$ cat src/rtl/core/bfsp_pkg.sv
// Shared types and constants for the shortest-path search block.
// No dependencies; every other file in rtl/core imports this package.
package bfsp_pkg;

    localparam int NODE_W     = 6;
    localparam int NODE_SLOTS = 64;
    localparam int RESULT_CAP = 64;
    localparam int DIST_W     = 32;
    localparam int WEIGHT_W   = 16;
    localparam int NCNT_W     = 7;

    // Item kinds
    localparam logic [1:0] KIND_LOAD  = 2'd0;
    localparam logic [1:0] KIND_RUN   = 2'd1;
    localparam logic [1:0] KIND_CLEAR = 2'd2;

    // Configuration register indexes
    localparam logic [1:0] CFG_NODE_COUNT = 2'd0;
    localparam logic [1:0] CFG_START_NODE = 2'd1;
    localparam logic [1:0] CFG_END_NODE   = 2'd2;

    localparam logic signed [DIST_W-1:0] DIST_MAX = 32'sh7FFF_FFFF;
    localparam logic signed [DIST_W-1:0] DIST_MIN = 32'sh8000_0000;

    typedef enum logic [1:0] {
        ST_FOUND  = 2'd0,
        ST_NONE   = 2'd1,
        ST_NEGCYC = 2'd2
    } t_status;

    typedef struct packed {
        logic [1:0]                 kind;
        logic [NODE_W-1:0]          edge_src;
        logic [NODE_W-1:0]          edge_dst;
        logic signed [WEIGHT_W-1:0] edge_weight;
    } t_item;

    typedef struct packed {
        logic [NODE_W-1:0]        path_node;
        logic signed [DIST_W-1:0] end_distance;
        t_status                  status;
        logic                     last;
    } t_result;

    typedef struct packed {
        logic [NODE_W-1:0]          src;
        logic [NODE_W-1:0]          dst;
        logic signed [WEIGHT_W-1:0] weight;
    } t_edge;

    typedef struct packed {
        logic                     dvalid;
        logic                     pvalid;
        logic signed [DIST_W-1:0] distance;
        logic [NODE_W-1:0]        pred;
    } t_node_entry;

    typedef struct packed {
        logic [NODE_W-1:0] addr_a;
        logic [NODE_W-1:0] addr_b;
    } t_node_rd;

    typedef struct packed {
        logic              en;
        logic [NODE_W-1:0] addr;
        t_node_entry       data;
    } t_node_wr;

    typedef enum logic [3:0] {
        S_IDLE,
        S_CLEAR,
        S_INIT,
        S_ERD,
        S_NRD,
        S_EVAL,
        S_WRD,
        S_WCHK,
        S_EMIT,
        S_SINGLE
    } t_seq_state;

endpackage

$ cat src/rtl/core/bfsp_relax.sv
// Shared relaxation unit: saturating distance-plus-weight and strict less-than test.
// Depends on bfsp_pkg for the node entry type and distance limits.
module bfsp_relax (
    input  bfsp_pkg::t_node_entry i_u,
    input  bfsp_pkg::t_node_entry i_v,
    input  logic signed [15:0]    i_weight,
    input  logic                  i_in_range,
    output logic                  o_improve,
    output logic signed [31:0]    o_cand
);
    import bfsp_pkg::*;

    logic signed [DIST_W:0] sum;

    // Add in 33 bits, then clamp to the 32-bit range
    assign sum = {i_u.distance[DIST_W-1], i_u.distance}
               + {{(DIST_W + 1 - WEIGHT_W){i_weight[WEIGHT_W-1]}}, i_weight};

    always_comb begin
        if (sum[DIST_W] != sum[DIST_W-1]) begin
            o_cand = sum[DIST_W] ? DIST_MIN : DIST_MAX;
        end else begin
            o_cand = sum[DIST_W-1:0];
        end
    end

    // Improve when the edge is in range, the source is reached and the target is unreached or farther
    assign o_improve = i_in_range && i_u.dvalid
                       && (!i_v.dvalid || (o_cand < i_v.distance));

endmodule

$ cat config.mk
export PLATFORM = sky130hd
export DESIGN_NAME = bfsp_relax
export DESIGN_NICKNAME = d
export VERILOG_FILES = /design/src/rtl/core/bfsp_pkg.sv /design/src/rtl/core/bfsp_relax.sv
export SDC_FILE = /design/constraint.sdc
export NUM_CORES = 1
export LEC_CHECK = 0
export BUFFER_PORTS_ARGS = -buffer_cell sky130_fd_sc_hd__buf_2
export CELL_PAD_IN_SITES_DETAIL_PLACEMENT = 1
export CELL_PAD_IN_SITES_GLOBAL_PLACEMENT = 2
export CORE_MARGIN = 10
export CORE_UTILIZATION = 27
export DETAILED_ROUTE_END_ITERATION = 16
export GPL_TIMING_DRIVEN = 0
export PLACE_DENSITY = 0.92
export SLEW_MARGIN = 5
export SYNTH_ARGS = -nofsm -noshare
export SYNTH_HDL_FRONTEND = slang
export SYNTH_SLANG_ARGS = --single-unit
$ cat constraint.sdc
create_clock -name vclk -period 10.3
set_clock_uncertainty 0.05 [all_clocks]
set_input_delay 1.03 -clock vclk [all_inputs]
set_output_delay 1.03 -clock vclk [all_outputs]
set_load 0.05 [all_outputs]
* Yosys cells after proc, flatten, opt, wreduce, memory -nomap -nowiden
Index checks and enable logic that the tools add are counted.
** Word-level totals
- RAM bits :: 0
- Register bits after elaboration :: 0
- Latch bits :: 0
- Memories kept :: 0
- Input bits :: 97
- Output and inout bits :: 33
- Memory bits (read-only) :: 0
** Cells by class
- Equal/unequal tests :: 1
- Bitwise operators :: 0
- Shifts and indexed selects :: 0
- Multiply operators :: 0
- Reductions and logical operators :: 4
- $lt $le $gt $ge :: 1
- Mux-type cells :: 2
- Divide/modulo/power cells :: 0
- Add/subtract/negate cells :: 1
** Operators by type and width (count)
- two-way mux 32 bit :: 2
- adder 32 x 16 -> 33 bit :: 1
- less-than comparator 32 bit :: 1
- logical AND 1 bit :: 2
- zero test 1 bit :: 1
- logical OR 1 bit :: 1
- inequality test 1 bit :: 1

* Longest topological paths before layout
- Word-level depth :: 6
- Mapped depth :: 23
- Depth with buffers taken out :: 22

* Least setup slack after synthesis
Ideal clock, no wire load.
- Path type :: input to output
- Start :: in i_u[6] (netlist name)
- End :: out o_improve
- Arrival :: 6.257 ns
- Stages on the path :: 21
- Path slack :: 2.963 ns
- Cell sequence :: ha_1 -> inv_1 -> fa_1 -> nand2b_1 -> a21oi_1 -> o21ai_0 -> o21ai_0 -> o31ai_1 -> a41oi_2 -> nor2_1 -> buf_2 -> o21ai_0 -> ha_1 -> nand4_1 -> nor2_1 -> a2111oi_0 -> o211a_1 -> inv_1 -> maj3_1 -> a21oi_1 -> o31a_1
** On the way
- Longest elaborated chain between the ends :: 6
- Elaborated cells between the ends (all ways) :: 7
- Those cells by class :: 1 x add/sub; 1 x order compare; 1 x eq/ne; 2 x mux; 2 x reduce/logical
** Ends and longest elaborated chain
- start, declared :: RTL line bfsp_relax.sv:4 : input bfsp_pkg::t_node_entry i_u,
- adder 32 x 16 -> 33 bit (*) :: RTL line bfsp_relax.sv:17 : + {{(DIST_W + 1 - WEIGHT_W){i_weight[WEIGHT_W-1]}}, i_weight};
- two-way mux 32 bit / inequality test 1 bit (equally long branches) :: RTL line bfsp_relax.sv:21, bfsp_relax.sv:20
- two-way mux 32 bit (*) :: RTL line bfsp_relax.sv:20 : if (sum[DIST_W] != sum[DIST_W-1]) begin
- via o_cand[27] :: RTL line bfsp_relax.sv:9 : output logic signed [31:0] o_cand
- less-than comparator 32 bit (*) :: RTL line bfsp_relax.sv:29 : && (!i_v.dvalid || (o_cand < i_v.distance));
- logical OR 1 bit (*) :: RTL line bfsp_relax.sv:29
- logical AND 1 bit (*) :: RTL line bfsp_relax.sv:29
- end, declared :: RTL line bfsp_relax.sv:8 : output logic o_improve,
The timed path passes the listed nets; every way through them passes the cells marked *.

* Final worst setup path
- Start :: in i_weight[15]
- End :: out o_improve
** On the way
- Longest elaborated chain between the ends :: 6
- Elaborated cells between the ends (all ways) :: 7
- Those cells by class :: 1 x add/sub; 1 x order compare; 1 x eq/ne; 2 x mux; 2 x reduce/logical
** Ends and longest elaborated chain
- start, declared :: RTL line bfsp_relax.sv:6 : input logic signed [15:0] i_weight,
- adder 32 x 16 -> 33 bit (*) :: RTL line bfsp_relax.sv:17
- two-way mux 32 bit / inequality test 1 bit (equally long branches) :: RTL line bfsp_relax.sv:21, bfsp_relax.sv:20
- two-way mux 32 bit (*) :: RTL line bfsp_relax.sv:20
- less-than comparator 32 bit (*) :: RTL line bfsp_relax.sv:29
- logical OR 1 bit (*) :: RTL line bfsp_relax.sv:29
- logical AND 1 bit (*) :: RTL line bfsp_relax.sv:29
Every way passes the cells marked *; elsewhere a longest branch is shown, timed or not.

==> metrics.cfg <==
[status]
outcome = finished, final reports clean

[final_layout]
seq_cells = 0
syn2layout_area_growth_pct = 27.7
clkbuf_count = 0
seq_area_um2 = 0
num-nets-final = 661
antenna_cells = 0
drive_above_1_share_pct = 27.3

[timing]
timing.slew.headroom_pct = 49.9
tns_ns = 0
setup_viol = 0
worst_slew_pin_slew_ns = 0.733
layout_setup_ws_ns = 2.67
rsz0062_at_grt = false
fin_crit_ns = 7.63
slew_violations = 0
min_period_over_period_pct = 74.1
hold_viol = 0
fmax_mhz = 131

[logic_synthesis]
synth-simple-area-share_pct = 14.9
ys_top_cells_by_area = ha_1, a21oi_1, inv_1
syn-num-nets = 543
synth_compound_area_share_pct = 34.9
synthMuxAreaShare_pct = 0.741
yosys.area.top_type_share_pct = 28.7
synth_area_um2 = 2700
yosysUniqueCellTypes = 52
avgSynthCellArea_um2 = 7.05
ys_seq_area_share_pct = 0
synthAdderAreaFrac_pct = 32.5
synth_xor_xnor_area_share_pct = 8.43
synth_top_family_by_area = compound AO/OA/AOI/OAI gates
syn_inst = 383
yosysTopAreaCell = ha_1
synth-warning-count = 0

[critical_path]
cp_slowest_cell = a2111oi_0
cp_num_cells = 23
cp-start-kind = input port
cpPeakStageDelay_ns = 0.67
worstSetupEndpoint = o_improve
crit_fanout = 17
critPathArrivalTime_ns = 6.55
path_class = in2out
setup.worst_path.end_class = output pin
cpLargestDelayFamily = compound AO/OA/AOI/OAI gates
crit_chain = buf_2 -> ha_1 -> buf_2 -> a21oi_1 -> o21ai_0 -> a22oi_1 -> o21ai_0 -> o31ai_1 -> a41oi_2 -> buf_4 -> nand2_1 -> buf_2 -> a21oi_1 -> ha_1 -> a21o_1 -> a21o_1 -> a21oi_1 -> a2111oi_0 -> a21oi_1 -> o211ai_1 -> a41oi_2 -> o31a_1 -> buf_2
crit_buf_inv = 5
crit_start = i_weight[15]
cp_data_required_time_ns = 9.22

[detailed_routing]
wl_per_cell_um = 16.8
drtAntennaViolNets = 0
wl_um = 10600
via_per_inst = 5.06
drc = 0
first_iter_violations = 127
drtPass1Iterations = 4
vias = 3199

[floorplan]
ioPinCount = 130
start_util_pct = 27.6
fp.coreArea_um2 = 9770
die_area_um2 = 14400
die_y_um = 120
rows = 36
chipWidth_um = 120

[placed_design]
dp_slack_ns = 2.72
hpwl_um = 9430
routabilityCongestion = 0.823
portBuffers = 116

[hold_path]
hold_path.class = in2out

[global_routing]
grt_usage_pct = 13.7
antenna_found_initial = 0
gr-total-overflow = 0
grt_pass1_vias = 3484
grt_pass1_wl_um = 17000
grt_max_degree = 18

[clocking]
cts_resized = 0
postCtsSetupRepairBufs = 0
cts_hold_buf = 0

[run]
maxCapViolCount = 0

[pwr]
leakage_nw = 1.83
p_per_area_nw_per_um2 = 125
peakVddDrop_uv = 37.0

metal layers:
layer | track usage [%] | vias up | routed length [um]
met5 | 0 | - | 0
met4 | 1.89 | 0 | 144
met3 | 1.50 | 10 | 382
met2 | 25.7 | 61 | 5270
met1 | 16.8 | 1485 | 4830
li1 | - | 1643 | -
per-stage QoR:
stage | instance area, um^2 | utilization [%] | std cells | hold slack [ns] | power, mW
floorplan | 2700 | - | 383 | 2.30 | 0.315
global placement | 3450 | 35.3 | 632 | 2.45 | 0.425
detailed placement | 3450 | 35.3 | 632 | 2.46 | 0.434
CTS | 3450 | 35.3 | 632 | 2.46 | 0.435
global route | 3450 | 35.3 | 632 | 2.48 | 0.472
finish | 3450 | 35.3 | 632 | 2.46 | 0.432
cell type report:
| class | instances | area [um^2] |
|---|---|---|
| Buffer | 8 | 48.8 |
| Fill cell | 1299 | 6330 |
| Inverter | 48 | 180 |
| Multi-Input combinational cell | 327 | 2470 |
| Tap cell | 133 | 166 |
| Timing Repair Buffer | 116 | 581 |
where the power goes:
group / internal, mW / leakage, nW / switching [mW]
clock: 0 / 0 / 0
sequential: 0 / 0 / 0
combinational: 0.135 / 1.83 / 0.297
total: 0.135 / 1.83 / 0.297
layout by cell type, fill, tap and decap left out, types with 4 or more instances in the layout:
cell / count
inv_1: 48
o21bai_1: 8
a21oi_1: 53
nor3_1: 7
nand3_1: 7
buf_2: 121
nor2_1: 20
nand2_1: 23
o21ai_0: 26
a21o_1: 19
nor2b_1: 4
o21ai_1: 4
xnor2_1: 18
nand4_1: 7
xor2_1: 8
ha_1: 62
maj3_1: 7
a31oi_1: 4
synth_stat cells, drive strengths merged:
master and number:
a21oi 54, a22oi 1, a311oi 2, clkbuf 1
nor4 1, a31oi 4, nand3 8, o32ai 1
o21bai 8, o31ai 4, nand2b 3, fa 1
nand2 23, a21o 19, a41oi 4, or3 1
a221oi 1, o21a 1, ha 62, o211ai 4
maj3 8, o21ai 30, buf 7, mux2i 2
a211oi 4, inv 48, a2111oi 3, xor2 8
o22ai 1, o211a 1, nand4 8, xnor2 18
a211o 1, nor2 20, and4 2, a31o 1
nor2b 4, o31a 2, or2 2, nor3 7
and3 3
logic make-up after synthesis:
logic type | after synthesis
compound gates | 146
xor+xnor | 26
fa+ha+maj | 71
buf+inv | 56
mux | 2
simple gates | 82
worst min path at each step:
stage | from | endpoint | slack (ns) | cells past startpoint
floorplan | i_v[39] | o_improve | 2.30 | 2
global placement | i_v[39] | o_improve | 2.45 | 4
detailed placement | i_v[39] | o_improve | 2.46 | 4
CTS | i_v[39] | o_improve | 2.46 | 4
global route | i_v[39] | o_improve | 2.48 | 4
finish | i_v[39] | o_improve | 2.46 | 4
No activity file was read; power rests on OpenSTA's default activity.
