### src/rtl/core/bfsp_pkg.sv
// Shared types and constants for the shortest-path search block.
// No dependencies; every other file in rtl/core imports this package.
package bfsp_pkg;

    localparam int NODE_W     = 6;
    localparam int NODE_SLOTS = 64;
    localparam int RESULT_CAP = 64;
    localparam int DIST_W     = 32;
    localparam int WEIGHT_W   = 16;
    localparam int NCNT_W     = 7;

    // Item kinds
    localparam logic [1:0] KIND_LOAD  = 2'd0;
    localparam logic [1:0] KIND_RUN   = 2'd1;
    localparam logic [1:0] KIND_CLEAR = 2'd2;

    // Configuration register indexes
    localparam logic [1:0] CFG_NODE_COUNT = 2'd0;
    localparam logic [1:0] CFG_START_NODE = 2'd1;
    localparam logic [1:0] CFG_END_NODE   = 2'd2;

    localparam logic signed [DIST_W-1:0] DIST_MAX = 32'sh7FFF_FFFF;
    localparam logic signed [DIST_W-1:0] DIST_MIN = 32'sh8000_0000;

    typedef enum logic [1:0] {
        ST_FOUND  = 2'd0,
        ST_NONE   = 2'd1,
        ST_NEGCYC = 2'd2
    } t_status;

    typedef struct packed {
        logic [1:0]                 kind;
        logic [NODE_W-1:0]          edge_src;
        logic [NODE_W-1:0]          edge_dst;
        logic signed [WEIGHT_W-1:0] edge_weight;
    } t_item;

    typedef struct packed {
        logic [NODE_W-1:0]        path_node;
        logic signed [DIST_W-1:0] end_distance;
        t_status                  status;
        logic                     last;
    } t_result;

    typedef struct packed {
        logic [NODE_W-1:0]          src;
        logic [NODE_W-1:0]          dst;
        logic signed [WEIGHT_W-1:0] weight;
    } t_edge;

    typedef struct packed {
        logic                     dvalid;
        logic                     pvalid;
        logic signed [DIST_W-1:0] distance;
        logic [NODE_W-1:0]        pred;
    } t_node_entry;

    typedef struct packed {
        logic [NODE_W-1:0] addr_a;
        logic [NODE_W-1:0] addr_b;
    } t_node_rd;

    typedef struct packed {
        logic              en;
        logic [NODE_W-1:0] addr;
        t_node_entry       data;
    } t_node_wr;

    typedef enum logic [3:0] {
        S_IDLE,
        S_CLEAR,
        S_INIT,
        S_ERD,
        S_NRD,
        S_EVAL,
        S_WRD,
        S_WCHK,
        S_EMIT,
        S_SINGLE
    } t_seq_state;

endpackage

### src/rtl/core/bfsp_seq.sv
// Search sequencer: node clear, relaxation passes, negative-cycle pass, path walk
// and result emission with its path buffer. Depends on bfsp_pkg.
module bfsp_seq #(
    parameter int MAX_NODES = 64,
    parameter int MAX_EDGES = 256,
    localparam int EW = (MAX_EDGES > 1) ? $clog2(MAX_EDGES) : 1,
    localparam int CW = $clog2(MAX_EDGES + 1)
) (
    input  logic                  i_clk,
    input  logic                  i_rst_n,
    input  logic                  i_run,
    input  logic [6:0]            i_node_count,
    input  logic [5:0]            i_start_node,
    input  logic [5:0]            i_end_node,
    input  logic [CW-1:0]         i_edge_count,
    input  bfsp_pkg::t_edge       i_edge,
    output logic [EW-1:0]         o_edge_raddr,
    output bfsp_pkg::t_node_rd    o_node_rd,
    output bfsp_pkg::t_node_wr    o_node_wr,
    input  bfsp_pkg::t_node_entry i_qa,
    output logic                  o_in_range,
    input  logic                  i_improve,
    input  logic signed [31:0]    i_cand,
    output logic                  o_busy,
    output logic                  o_strobe,
    output bfsp_pkg::t_result     o_result
);
    import bfsp_pkg::*;

    localparam logic [NCNT_W-1:0] N_LIMIT = NCNT_W'((MAX_NODES < 127) ? MAX_NODES : 127);

    t_seq_state r_state;
    t_seq_state n_state;

    logic [NCNT_W-1:0] r_n;
    logic [NODE_W-1:0] r_s;
    logic [NODE_W-1:0] r_t;
    logic [CW-1:0]     r_e;
    logic [NCNT_W-1:0] r_pass;
    logic              r_chk;
    logic [NODE_W-1:0] r_clr;
    logic [NODE_W-1:0] r_at;
    logic [NCNT_W-1:0] r_len;
    logic [DIST_W-1:0] r_dist;
    logic [NODE_W-1:0] r_emit_idx;
    t_status           r_sstat;

    logic [NODE_W-1:0] pbuf [RESULT_CAP];
    logic [NODE_W-1:0] r_pb_q;
    logic              pb_we;

    logic              r_out_valid;
    logic              r_out_last;
    logic              r_out_single;
    t_status           r_out_status;
    logic [DIST_W-1:0] r_out_dist;

    logic [NCNT_W-1:0] n_clamped;
    logic              last_edge;
    logic              end_outside;
    logic              walk_unreached;
    logic              walk_overrun;

    // Clamp the node count to 1..MAX_NODES, and to at most 127
    always_comb begin
        if (i_node_count == '0) begin
            n_clamped = NCNT_W'(1);
        end else if (i_node_count > N_LIMIT) begin
            n_clamped = N_LIMIT;
        end else begin
            n_clamped = i_node_count;
        end
    end

    assign last_edge      = (CW'(r_e + 1'b1) == i_edge_count);
    assign end_outside    = ({1'b0, r_t} >= r_n);
    assign walk_unreached = (r_len == '0) && !i_qa.dvalid;
    assign walk_overrun   = (r_len >= r_n) || (r_len == NCNT_W'(RESULT_CAP));

    // Next state
    always_comb begin
        n_state = r_state;
        unique case (r_state)
            S_IDLE: begin
                if (i_run) n_state = S_CLEAR;
            end
            S_CLEAR: begin
                if (r_clr == NODE_W'(NODE_SLOTS - 1)) n_state = S_INIT;
            end
            S_INIT: begin
                if (i_edge_count != '0) n_state = S_ERD;
                else if (end_outside)   n_state = S_SINGLE;
                else                    n_state = S_WRD;
            end
            S_ERD:  n_state = S_NRD;
            S_NRD:  n_state = S_EVAL;
            S_EVAL: begin
                if (r_chk && i_improve) begin
                    n_state = S_SINGLE;
                end else if (r_chk && last_edge) begin
                    n_state = end_outside ? S_SINGLE : S_WRD;
                end else begin
                    n_state = S_ERD;
                end
            end
            S_WRD:  n_state = S_WCHK;
            S_WCHK: begin
                if (walk_unreached || walk_overrun) n_state = S_SINGLE;
                else if (!i_qa.pvalid)              n_state = S_EMIT;
                else                                n_state = S_WRD;
            end
            S_EMIT: begin
                if (r_emit_idx == '0) n_state = S_IDLE;
            end
            S_SINGLE: n_state = S_IDLE;
            default:  n_state = S_IDLE;
        endcase
    end

    // Memory controls per state
    always_comb begin
        o_node_rd.addr_a = (r_state == S_WRD) ? r_at : i_edge.src;
        o_node_rd.addr_b = i_edge.dst;
        o_node_wr        = '0;
        pb_we            = 1'b0;
        unique case (r_state)
            S_CLEAR: begin
                o_node_wr.en   = 1'b1;
                o_node_wr.addr = r_clr;
            end
            S_INIT: begin
                o_node_wr.en          = ({1'b0, r_s} < r_n);
                o_node_wr.addr        = r_s;
                o_node_wr.data.dvalid = 1'b1;
            end
            S_EVAL: begin
                o_node_wr.en            = !r_chk && i_improve;
                o_node_wr.addr          = i_edge.dst;
                o_node_wr.data.dvalid   = 1'b1;
                o_node_wr.data.pvalid   = 1'b1;
                o_node_wr.data.distance = i_cand;
                o_node_wr.data.pred     = i_edge.src;
            end
            S_WCHK: begin
                pb_we = !walk_unreached && !walk_overrun;
            end
            default: begin
                o_node_wr = '0;
            end
        endcase
    end

    assign o_in_range   = ({1'b0, i_edge.src} < r_n) && ({1'b0, i_edge.dst} < r_n);
    assign o_edge_raddr = r_e[EW-1:0];
    assign o_busy       = (r_state != S_IDLE);

    // Advance state and result strobe
    always_ff @(posedge i_clk) begin
        if (!i_rst_n) begin
            r_state     <= S_IDLE;
            r_out_valid <= 1'b0;
        end else begin
            r_state     <= n_state;
            r_out_valid <= (r_state == S_EMIT) || (r_state == S_SINGLE);
        end
    end

    // Counters and run registers
    always_ff @(posedge i_clk) begin
        case (r_state)
            S_IDLE: begin
                if (i_run) begin
                    r_n   <= n_clamped;
                    r_s   <= i_start_node;
                    r_t   <= i_end_node;
                    r_clr <= '0;
                end
            end
            S_CLEAR: begin
                r_clr <= r_clr + 1'b1;
            end
            S_INIT: begin
                r_e     <= '0;
                r_pass  <= '0;
                r_chk   <= (r_n == NCNT_W'(1));
                r_at    <= r_t;
                r_len   <= '0;
                r_sstat <= ST_NONE;
            end
            S_EVAL: begin
                if (r_chk && i_improve) begin
                    r_sstat <= ST_NEGCYC;
                end else if (last_edge) begin
                    r_e    <= '0;
                    r_pass <= r_pass + 1'b1;
                    if (!r_chk && (r_pass == r_n - NCNT_W'(2))) r_chk <= 1'b1;
                end else begin
                    r_e <= r_e + 1'b1;
                end
            end
            S_WCHK: begin
                if (walk_unreached) begin
                    r_sstat <= ST_NONE;
                end else if (walk_overrun) begin
                    r_sstat <= ST_NEGCYC;
                end else begin
                    r_len      <= r_len + 1'b1;
                    r_emit_idx <= r_len[NODE_W-1:0];
                    r_at       <= i_qa.pred;
                    if (r_len == '0) r_dist <= i_qa.distance;
                end
            end
            S_EMIT: begin
                r_emit_idx <= r_emit_idx - 1'b1;
            end
            default: begin
                r_e <= r_e;
            end
        endcase
    end

    // Path buffer: write during the walk, read back start first
    always_ff @(posedge i_clk) begin
        if (pb_we) begin
            pbuf[r_len[NODE_W-1:0]] <= r_at;
        end
        r_pb_q <= pbuf[r_emit_idx];
    end

    // Hold result payload for its strobe cycle
    always_ff @(posedge i_clk) begin
        r_out_last   <= (r_state == S_SINGLE) || (r_emit_idx == '0);
        r_out_single <= (r_state == S_SINGLE);
        r_out_status <= (r_state == S_SINGLE) ? r_sstat : ST_FOUND;
        r_out_dist   <= r_dist;
    end

    assign o_strobe              = r_out_valid;
    assign o_result.path_node    = r_out_single ? r_t : r_pb_q;
    assign o_result.end_distance = r_out_single ? '0 : r_out_dist;
    assign o_result.status       = r_out_status;
    assign o_result.last         = r_out_last;

    // A result only follows an emission state
    a_strobe_src: assert property (@(posedge i_clk) disable iff (!i_rst_n)
        r_out_valid |-> $past(r_state == S_EMIT || r_state == S_SINGLE))
        else $error("result strobe without emission state");

    // Node memory is written only when clearing, seeding or relaxing
    a_node_wr: assert property (@(posedge i_clk) disable iff (!i_rst_n)
        o_node_wr.en |-> (r_state == S_CLEAR || r_state == S_INIT
                          || (r_state == S_EVAL && !r_chk)))
        else $error("node write outside relaxation");

    // Path length stays within the buffer
    a_len_cap: assert property (@(posedge i_clk) disable iff (!i_rst_n)
        (r_state == S_WRD || r_state == S_WCHK) |-> (r_len <= NCNT_W'(RESULT_CAP)))
        else $error("path length overrun");

    // A single status result is always the final one
    a_single_last: assert property (@(posedge i_clk) disable iff (!i_rst_n)
        (r_out_valid && r_out_single) |-> (r_out_last && r_out_status != ST_FOUND))
        else $error("single result not marked last");

endmodule

### config.mk
export PLATFORM = sky130hd
export DESIGN_NAME = bfsp_seq
export DESIGN_NICKNAME = d
export VERILOG_FILES = /design/src/rtl/core/bfsp_pkg.sv /design/src/rtl/core/bfsp_seq.sv
export SDC_FILE = /design/constraint.sdc
export NUM_CORES = 1
export LEC_CHECK = 0
export ABC_AREA = 1
export BUFFER_PORTS_ARGS = -buffer_cell sky130_fd_sc_hd__buf_2
export CAP_MARGIN = 20
export CORE_ASPECT_RATIO = 1.25
export CORE_UTILIZATION = 60
export DETAILED_ROUTE_END_ITERATION = 8
export GPL_TIMING_DRIVEN = 0
export PLACE_DENSITY = 0.81
export SLEW_MARGIN = 20
export SYNTH_ARGS = -nofsm -noshare
export SYNTH_HDL_FRONTEND = slang
export SYNTH_SLANG_ARGS = --single-unit
### constraint.sdc
create_clock -name i_clk -period 12.3 [get_ports i_clk]
set_clock_uncertainty 0.15 [all_clocks]
set_input_delay 0.615 -clock i_clk [delete_from_list [all_inputs] [get_ports i_clk]]
set_output_delay 0.615 -clock i_clk [all_outputs]
set_load 0.01 [all_outputs]
Yosys cells after proc, flatten, opt, wreduce, memory -nomap -nowiden
Memory sizes are Yosys's and may differ from the RTL's. A register that Yosys moved wholly into a read port is not among the register bits.
Cells that the tools add are included.
Widths: inputs -> output; s select.
{ "totals": {"mem_bits_rw": 384, "mem_count": 1, "ff_bits": 136, "input_bits": 132, "output_inout_bits": 111, "elab_cells": 141} }
{ "op_classes": {"mux": 45, "n_eq_ne": 24, "n_lt_le_gt_ge": 6, "bitwise": 2, "n_addsub": 6, "reduce_logical": 38} }
{ "mem_list": {"columns": ["memory", "words", "word_bits", "rd", "rd_clocked_by_memory_dff", "write_ports", "line", "rtl"], "rows": [
  ["pbuf", 64, 6, 1, 1, 1, "bfsp_seq.sv:48", "logic [NODE_W-1:0] pbuf [RESULT_CAP];"]
]} }
{ "ops": {"columns": ["op", "count"], "rows": [
  ["$mux 6", 7],
  ["$mux 39", 1],
  ["$mux 4", 9],
  ["$pmux 4 s9", 1],
  ["$pmux 6 s2", 3],
  ["$mux 7", 5],
  ["$mux 32", 1],
  ["$pmux 7 s2", 2],
  ["$lt 6x7->1", 3],
  ["$pmux 7 s3", 1],
  ["$mux 9", 2],
  ["$pmux 9 s2", 1],
  ["$eq 4x3->1 const B", 4],
  ["$ne 2x2->1 const B", 8],
  ["$reduce_and 3->1", 5],
  ["$add 7x1->7 const B", 2],
  ["$logic_not 7->1", 2],
  ["$add 9x1->9 const B", 1],
  ["$eq 9x9->1", 1],
  ["$reduce_bool 9->1", 1],
  ["$eq 4x2->1 const B", 2],
  ["$eq 4x4->1 const B", 2],
  ["$reduce_and 4->1", 2],
  ["$reduce_bool 2->1", 4],
  ["other kinds (27)", 51]
]} }

Depth between registers and ports, before layout
Gate-level depths: netlist of run 1.
{ "depth": {"word_depth": 7, "ltp_mapped": 16} }

Least setup slack after synthesis of run 1
Ideal clock, no wire load.
{ "synth_path": {"kind": "reg2reg", "from": "register r_n[6]", "to": "register r_dist[0] (enable)", "path_slack_ps": 7939, "required_time_ps": 11689, "setup_time_ps": 461, "synth_period_minus_slack_ps": 4361, "path_stages_with_launch": 11, "arrival_ps": 3750, "path_buffers": 0, "cell_sequence": "edfxtp_1 -> inv_1 -> ha_1 -> a21oi_1 -> o21a_1 -> nand2_1 -> nor3_2 -> nand2_1 -> nor2_1 -> inv_2 -> nor3_1"} }
{ "synth_via": {"elab_chain_cells": 4} }
{ "synth_rtl": {"columns": ["element", "line", "rtl"], "rows": [
  ["from (decl)", "bfsp_seq.sv:35", "logic [NCNT_W-1:0] r_n;"],
  ["from (signal assigned)", "bfsp_seq.sv:173", "r_n <= n_clamped;"],
  ["$ge 7x7->1", "bfsp_seq.sv:78", "assign walk_overrun = (r_len >= r_n) || (r_len == NCNT_W'(RESULT_CAP));"],
  ["$logic_or 1x1->1", "bfsp_seq.sv:78", null],
  ["$not 1->1 (no source line)", null, null],
  ["$reduce_and 4->1 (no source line)", null, null],
  ["to (signal assigned)", "bfsp_seq.sv:210", "if (r_len == '0) r_dist <= i_qa.distance;"],
  ["to (decl)", "bfsp_seq.sv:44", "logic [DIST_W-1:0] r_dist;"]
]} }
No other way between the ends.
A chain may end at the register's enable or synchronous reset.

Final worst setup path of run 1
{ "layout_path": {"from": "register r_n[6]", "to": "memory pbuf[50][0] (enable)"} }
{ "layout_via": {"elab_chain_cells": 7} }
{ "layout_rtl": {"columns": ["element", "line", "rtl"], "rows": [
  ["$ge 7x7->1", "bfsp_seq.sv:78", null],
  ["$logic_or 1x1->1", "bfsp_seq.sv:78", null],
  ["$logic_not 1->1", "bfsp_seq.sv:145", "pb_we = !walk_unreached && !walk_overrun;"],
  ["$logic_and 1x1->1", "bfsp_seq.sv:145", null],
  ["$mux 1", "bfsp_seq.sv:126", "unique case (r_state)"],
  ["$mux 1", "bfsp_seq.sv:224", "if (pb_we) begin"],
  ["$mux 1 (implied by the code)", "bfsp_seq.sv:225", "pbuf[r_len[NODE_W-1:0]] <= r_at;"],
  ["to (decl)", "bfsp_seq.sv:48", null]
]} }
No other way between the ends.

==> results.sh, run 1 <==
export IMPL_area_delta_synth_final_pct=16.88
export IMPL_row_count=78
export IMPL_cts_max_level=2
export IMPL_wl_per_cell_um=23.77
export IMPL_hold_path_class="in2reg"
export IMPL_clk_pin_slew_worst_paths_ns=0.07
export IMPL_cts_max_path_buffers=3
export IMPL_synth_top_area_cell="edfxtp_1"
export IMPL_min_period_over_period_pct=29.55
export IMPL_total_leakage_power_nw=9.893
export IMPL_min_period_ns=3.634
export IMPL_post_route_cells_drive_above_1_share_pct=16.35
export IMPL_power_internal_w=0.003089
export IMPL_nets=2421
export IMPL_share_comb_of_total_power_pct=10.2
export IMPL_place_inst=2683
export IMPL_syn_area_mm2=0.02222
export IMPL_post_cts_resized=0
export IMPL_final_cell_mix="edfxtp_1, nor2_1, buf_2, o21ai_0, nand2_1"
export IMPL_grt_pass1_wl_um=96950
export IMPL_cpMaxStageDelayCell="nor2_1"
export IMPL_layout_commonest_cell="edfxtp_1"
export IMPL_synth_warnings=0
export IMPL_netlist_top_cells_area="edfxtp_1, nor2_1, o21ai_0, dfxtp_1, nand2_1"
export IMPL_cts_hold_buf=0
export IMPL_sw_frac_of_total_pct=24.18
export IMPL_die_w_um=174.1
export IMPL_clk_latency_ns=0.58
export IMPL_cts_tree="built"
export IMPL_setup_viol=0
export IMPL_grt_pass1_vias=16960
export IMPL_maxSlewViolCount=0
export IMPL_rsz0062_at_grt="no"
export IMPL_worst_r2r_startpoint="r_n[6]"
export IMPL_root_buffer="clkbuf_16"
export IMPL_max_slew_margin_pct=40.12
export IMPL_gp_congestion=1.032
export IMPL_numCtsBuffers=48
export IMPL_hold_violations=0
export IMPL_final_cells=2775
export IMPL_drtIter0Drc=2375
export IMPL_switching_power_w=0.0009851
export IMPL_final_area_mm2=0.02597
export IMPL_synth_ff_type="edfxtp_1"
export IMPL_port_buffers=226
export IMPL_power_frac_seq_pct=51.3
export IMPL_cts_sinks=526
export IMPL_worst_pin_slew_ns=0.8949
export IMPL_status="completed"
export IMPL_post_drt_via_cell_ratio=6.160
export IMPL_post_cts_buffers=0
export IMPL_core_area_mm2=0.03640
export IMPL_multi_input_area_mm2=0.005818
export IMPL_crit_required_ns=12.35
export IMPL_hold_start="i_qa[15]"
export IMPL_cp_start_kind="flop"
export IMPL_arrival_ns=3.68
export IMPL_yosysTopAreaCellShare_pct=64.73
export IMPL_critical_path_class="reg2reg"
export IMPL_p_clk_share_pct=38.5
export IMPL_synthDistinctLibCells=41
export IMPL_antenna_left=0
export IMPL_synth_async_reset_ratio_pct=0
export IMPL_critical_path_max_stage_delay_ns=0.69
export IMPL_start_util_pct=61.04
export IMPL_synth_nets=2125
export IMPL_tns_ns=0
export IMPL_drtPass1Iterations=8
export IMPL_critPathCaptureType="flop"
export IMPL_drv_cap=0
export IMPL_pwr_density_cell_mw_per_mm2=156.9
export IMPL_wl_um=65970
export IMPL_cp_startpoint="r_n[6]"
export IMPL_dp_hpwl_um=47010
export IMPL_synth_area_per_cell_um2=11.35
export IMPL_register_area_mm2=0.01532
export IMPL_hold_slack_ns=0.05119
export IMPL_vias=17090
export IMPL_drcViolationCount=0
export IMPL_seq_area_frac_synth_pct=68.97
export IMPL_gr_usage_all_layers_pct=34.99
export IMPL_cp_max_fo=8
export IMPL_die_h_um=217.2
export IMPL_syn_inst=1957
export IMPL_grt_ovfl_total=0
export IMPL_crit_chain="inv_1 > ha_1 > a21oi_1 > o21a_1 > nand2_1 > nor3_2 > nand2_1 > nor2_1 > inv_2 > nor2_4 > nand3_2 > nor2_1"
export IMPL_grt_max_degree=28
export IMPL_peakVddDrop_uv=190.3
export IMPL_fill_cells=2441
export IMPL_synth_seq_cells=526
export IMPL_pin_count=243
export IMPL_final_util_pct=71.34
export IMPL_place_area_mm2=0.02429
export IMPL_antenna_found_initial=5
export IMPL_fmax_mhz=275.2
export IMPL_die_area_mm2=0.03781
export IMPL_synth_edf_count=479
[cells by family (layout without fill, tap and decap cells)]
logic type | Yosys count | count (layout) | synth area share [%]
flip-flops | 526 | 526 | 68.97
XOR/XNOR | 13 | 13 | 0.5124
adder cells (fa/ha/maj) | 36 | 36 | 2.027
buffers and inverters | 270 | 606 | 4.882
other | 0 | 2 | 0
multiplexers | 5 | 5 | 0.2534
AND/OR/NAND/NOR | 714 | 714 | 13.17
AO/OA/AOI/OAI | 393 | 393 | 10.19
[power groups by stage]
| stage | Clock (W) | Sequential [W] | Combinational (W) |
|---|---|---|---|
| 3_5_place_dp | 0 | 0.00212 | 0.000407 |
| 3_3_place_gp | 0 | 0.00216 | 0.000329 |
| 6_report | 0.00157 | 0.00209 | 0.000417 |
| 4_1_cts | 0.00156 | 0.00209 | 0.000411 |
| 2_1_floorplan | 0 | 0.00212 | 0.000222 |
| 5_1_grt | 0.00163 | 0.00209 | 0.000456 |
[worst max-delay path, delay by kind of cell, from the launching register on]
family | cells | cell delay (ns)
AND/OR/NAND/NOR | 7 | 1.64
flip-flops | 1 | 0.51
adder cells (fa/ha/maj) | 1 | 0.35
AO/OA/AOI/OAI | 2 | 0.33
buffers and inverters | 2 | 0.27
[registers in the layout, summed over array words and instances, names as in the netlist, 7 cells and up]
signal,flops
pbuf,384
r_dist,32
r_out_dist,32
r_e,9
r_len,7
r_n,7
r_pass,7
[per-stage QoR]
stage / total power, W / setup slack, ns
3_3_place_gp: 0.002490 / 6.836
5_1_grt: 0.004176 / 8.527
4_1_cts: 0.004061 / 8.727
6_report: 0.004074 / 8.666
3_5_place_dp: 0.002531 / 8.768
2_1_floorplan: 0.002344 / 7.939
[cell usage after synthesis (23+ instances only)]
master    instances
o211ai_1         23
o21ai_0         223
edfxtp_1        479
clkbuf_1         73
o22ai_1          64
nand2_1         186
dfxtp_1          47
o221ai_1         33
nand3_1          78
inv_1           159
a21oi_1          36
nor2_1          403
ha_1             36
[cell type report]
cell class              count  share of cell area, %
plain buffers             105                  1.792
multi-input cells        1161                  22.40
diodes                      2                0.01927
flip-flops and latches    526                  59.01
well taps                 480                  2.313
clock buffers              67                  5.420
clock inverters            23                  1.026
inverters                 165                  2.385
repair buffers            246                  5.632
[routing by layer]
metal	share of wire (%)	vias to the layer above	GRT usage (%)
li1	-	7499	-
met1	32	8033	38.42
met2	50	1260	61.84
met3	11	298	6.726
met5	0.082	-	0
met4	7.1	4	23.04
[path summary, 6_finish.rpt]
kind                            slack, ns  cells after the start             end
worst max-delay path                 8.67                     12     pbuf[50][0]
worst min-delay path                 0.05                      1       r_dist[9]
worst max register to register       8.67                     12     pbuf[50][0]
worst min register to register       0.19                      0  r_out_dist[11]
Power figures use the tool's default switching activity.
==> run 2: changes to the inputs <==
--- a/config.mk
+++ b/config.mk
@@ -9,10 +9,10 @@
 export BUFFER_PORTS_ARGS = -buffer_cell sky130_fd_sc_hd__buf_2
 export CAP_MARGIN = 20
 export CORE_ASPECT_RATIO = 1.25
-export CORE_UTILIZATION = 60
+export CORE_UTILIZATION = 53
 export DETAILED_ROUTE_END_ITERATION = 8
 export GPL_TIMING_DRIVEN = 0
-export PLACE_DENSITY = 0.81
+export PLACE_DENSITY = 0.76
 export SLEW_MARGIN = 20
 export SYNTH_ARGS = -nofsm -noshare
 export SYNTH_HDL_FRONTEND = slang
==> constraint.sdc (replaced) <==
create_clock -name i_clk -period 3.15 [get_ports i_clk]
set_clock_uncertainty 0.15 [all_clocks]
set_input_delay 0.1575 -clock i_clk [delete_from_list [all_inputs] [get_ports i_clk]]
set_output_delay 0.1575 -clock i_clk [all_outputs]
set_load 0.01 [all_outputs]
==> run 2 against run 1 <==
Global-route usage shrank 1.2 points. Highest routed layer is now met4. Via count rose by 2.1%. Hold slack lost 0.0092 ns. Core utilization is 4.6 points lower. Register-to-register slack got worse by 8.6 ns. Largest power group unchanged. Critical path depth down 4. Setup slack lost 8.6 ns. Non-clock buffer count increased by 93.
==> results.sh, run 2 (synthesized netlist as in run 1, its figures left out) <==
export IMPL_status="completed"
export IMPL_fmax_mhz=322.5
export IMPL_final_cells=2939
export IMPL_cp_max_fo=17
export IMPL_core_area_mm2=0.04123
export IMPL_post_route_cells_drive_above_1_share_pct=20.18
export IMPL_clk_pin_slew_worst_paths_ns=0.07
export IMPL_drv_cap=0
export IMPL_hold_slack_ns=0.04202
export IMPL_worst_slack_ns=0.04948
export IMPL_hold_violations=0
export IMPL_r2r_slack_ns=0.05
export IMPL_vias=17450
export IMPL_critical_path_max_stage_delay_ns=0.58
export IMPL_min_period_ns=3.101
export IMPL_power_w=0.01571
export IMPL_worst_path_most_repeated_cell="nand3_1"
export IMPL_cts_max_level=2
export IMPL_nets=2514
export IMPL_clk_latency_ns=0.57
export IMPL_cpMaxStageDelayCell="o22ai_1"
export IMPL_grt_ovfl_total=0
export IMPL_peakVddDrop_uv=420.4
export IMPL_pwr_density_cell_mw_per_mm2=571.1
export IMPL_row_count=83
export IMPL_grt_pass1_wl_um=104400
export IMPL_cp_start_kind="flop"
export IMPL_gr_usage_all_layers_pct=33.80
export IMPL_maxSlewViolCount=0
export IMPL_crit_buf_inv=2
export IMPL_die_area_mm2=0.04275
export IMPL_wl_per_cell_um=24.39
export IMPL_drtPass1Iterations=6
export IMPL_grt_pass1_vias=17420
export IMPL_antenna_found_initial=3
export IMPL_gp_congestion=1.032
export IMPL_place_inst=2754
export IMPL_critical_path_class="reg2reg"
export IMPL_root_buffer="clkbuf_16"
export IMPL_start_util_pct=53.90
export IMPL_cts_tree="built"
export IMPL_antenna_left=0
export IMPL_setup_viol=0
export IMPL_min_period_over_period_pct=98.43
export IMPL_cts_sinks=526
export IMPL_total_leakage_power_nw=10.30
export IMPL_crit_chain="clkinvlp_4 > clkbuf_1 > o21ai_0 > o22ai_1 > o211ai_1 > nand4_1 > nand3_1 > nand3_1"
export IMPL_final_cell_mix="edfxtp_1, nor2_1, buf_2, o21ai_0, nand2_1"
export IMPL_arrival_ns=3.45
export IMPL_cts_max_path_buffers=3
export IMPL_post_drt_via_cell_ratio=5.936
export IMPL_max_slew_margin_pct=33.07
export IMPL_cp_top_family="compound AO/OA/AOI/OAI gates"
export IMPL_dp_slack_ns=-0.4474
export IMPL_drtIter0Drc=2144
export IMPL_area_delta_synth_final_pct=23.80
export IMPL_drcViolationCount=0
export IMPL_port_buffers=226
export IMPL_largest_reg_flops=384
export IMPL_hold_path_class="in2reg"
export IMPL_numCtsBuffers=48
export IMPL_critPathCaptureType="flop"
export IMPL_crit_required_ns=3.50
export IMPL_grt_max_degree=27
export IMPL_die_h_um=230.9
export IMPL_wl_um=71680
export IMPL_dp_hpwl_um=48360
export IMPL_pin_count=243
export IMPL_layout_commonest_cell="edfxtp_1"
export IMPL_die_w_um=185.1
export IMPL_worst_pin_slew_ns=1.001
[run 2: changes by cell type in the layout (fill, tap and decap cells not counted), sizes merged]
cell,delta
clkinv,+1
diode,+1
bufinv,-3
buf,+31
clkinvlp,+4
clkbuf,-1
dlygate4sd3,+62
inv,-3
[run 2: where the power goes]
| group | switching (W) | internal, W | leakage [nW] |
|---|---|---|---|
| combinational | 0.00115 | 0.000657 | 4.83 |
| clock | 0.00258 | 0.00319 | 0.745 |
| sequential | 0.000189 | 0.00795 | 4.72 |
[run 2: repair_timing]
action	in CTS	in global routing
setup endpoints to repair	386	427
pin swaps	5	7
resized for setup	136	26
hold endpoints to repair	66	0
hold buffers	62	0
buffers inserted	12	21
[run 2: worst min-delay path: cells and delay by family]
kind	cells	cell delay (ns)
and+or+nand+nor	4	0.33
buffers and inverters	1	0.10
AOI/OAI and AO/OA	2	0.12
[run 2: routing by layer]
metal  global-route usage [%]  share of wire, %  wire length (um)
met3                    7.052                10              7525
met4                    24.90               8.9              6361
met2                    57.23                48             34690
met5                        0                 0                 0
met1                    37.42                32             23100
[run 2: cell type report]
class	count	area [um2]
Sequential cell	526	15320
Fill cell	2875	13720
Multi-Input combinational cell	1161	6396
Timing Repair Buffer	340	2456
Clock buffer	66	1361
Tap cell	552	690.7
Inverter	165	631.9
Buffer	104	467.9
Clock inverter	22	172.7
Antenna cell	3	7.507
[run 2: through the flow]
| stage | utilization [%] | instance area (um2) | TNS [ns] |
|---|---|---|---|
| 3_5_place_dp | 59.18 | 24400 | -103.37 |
| 2_1_floorplan | - | 22230 | 0 |
| 6_report | 66.72 | 27510 | 0 |
| 5_1_grt | 66.72 | 27510 | -0.5780 |
| 4_1_cts | 66.15 | 27270 | 0 |
| 3_3_place_gp | 58.34 | 24050 | -75.81 |
[run 2: worst paths after layout]
path / startpoint / end / cells past startpoint
worst max-delay path: r_emit_idx[1] / r_pb_q[0] / 8
worst min-delay path: i_edge_count[8] / r_state[2] / 7
worst min register to register: r_dist[29] / r_out_dist[29] / 0
worst max register to register: r_emit_idx[1] / r_pb_q[0] / 8
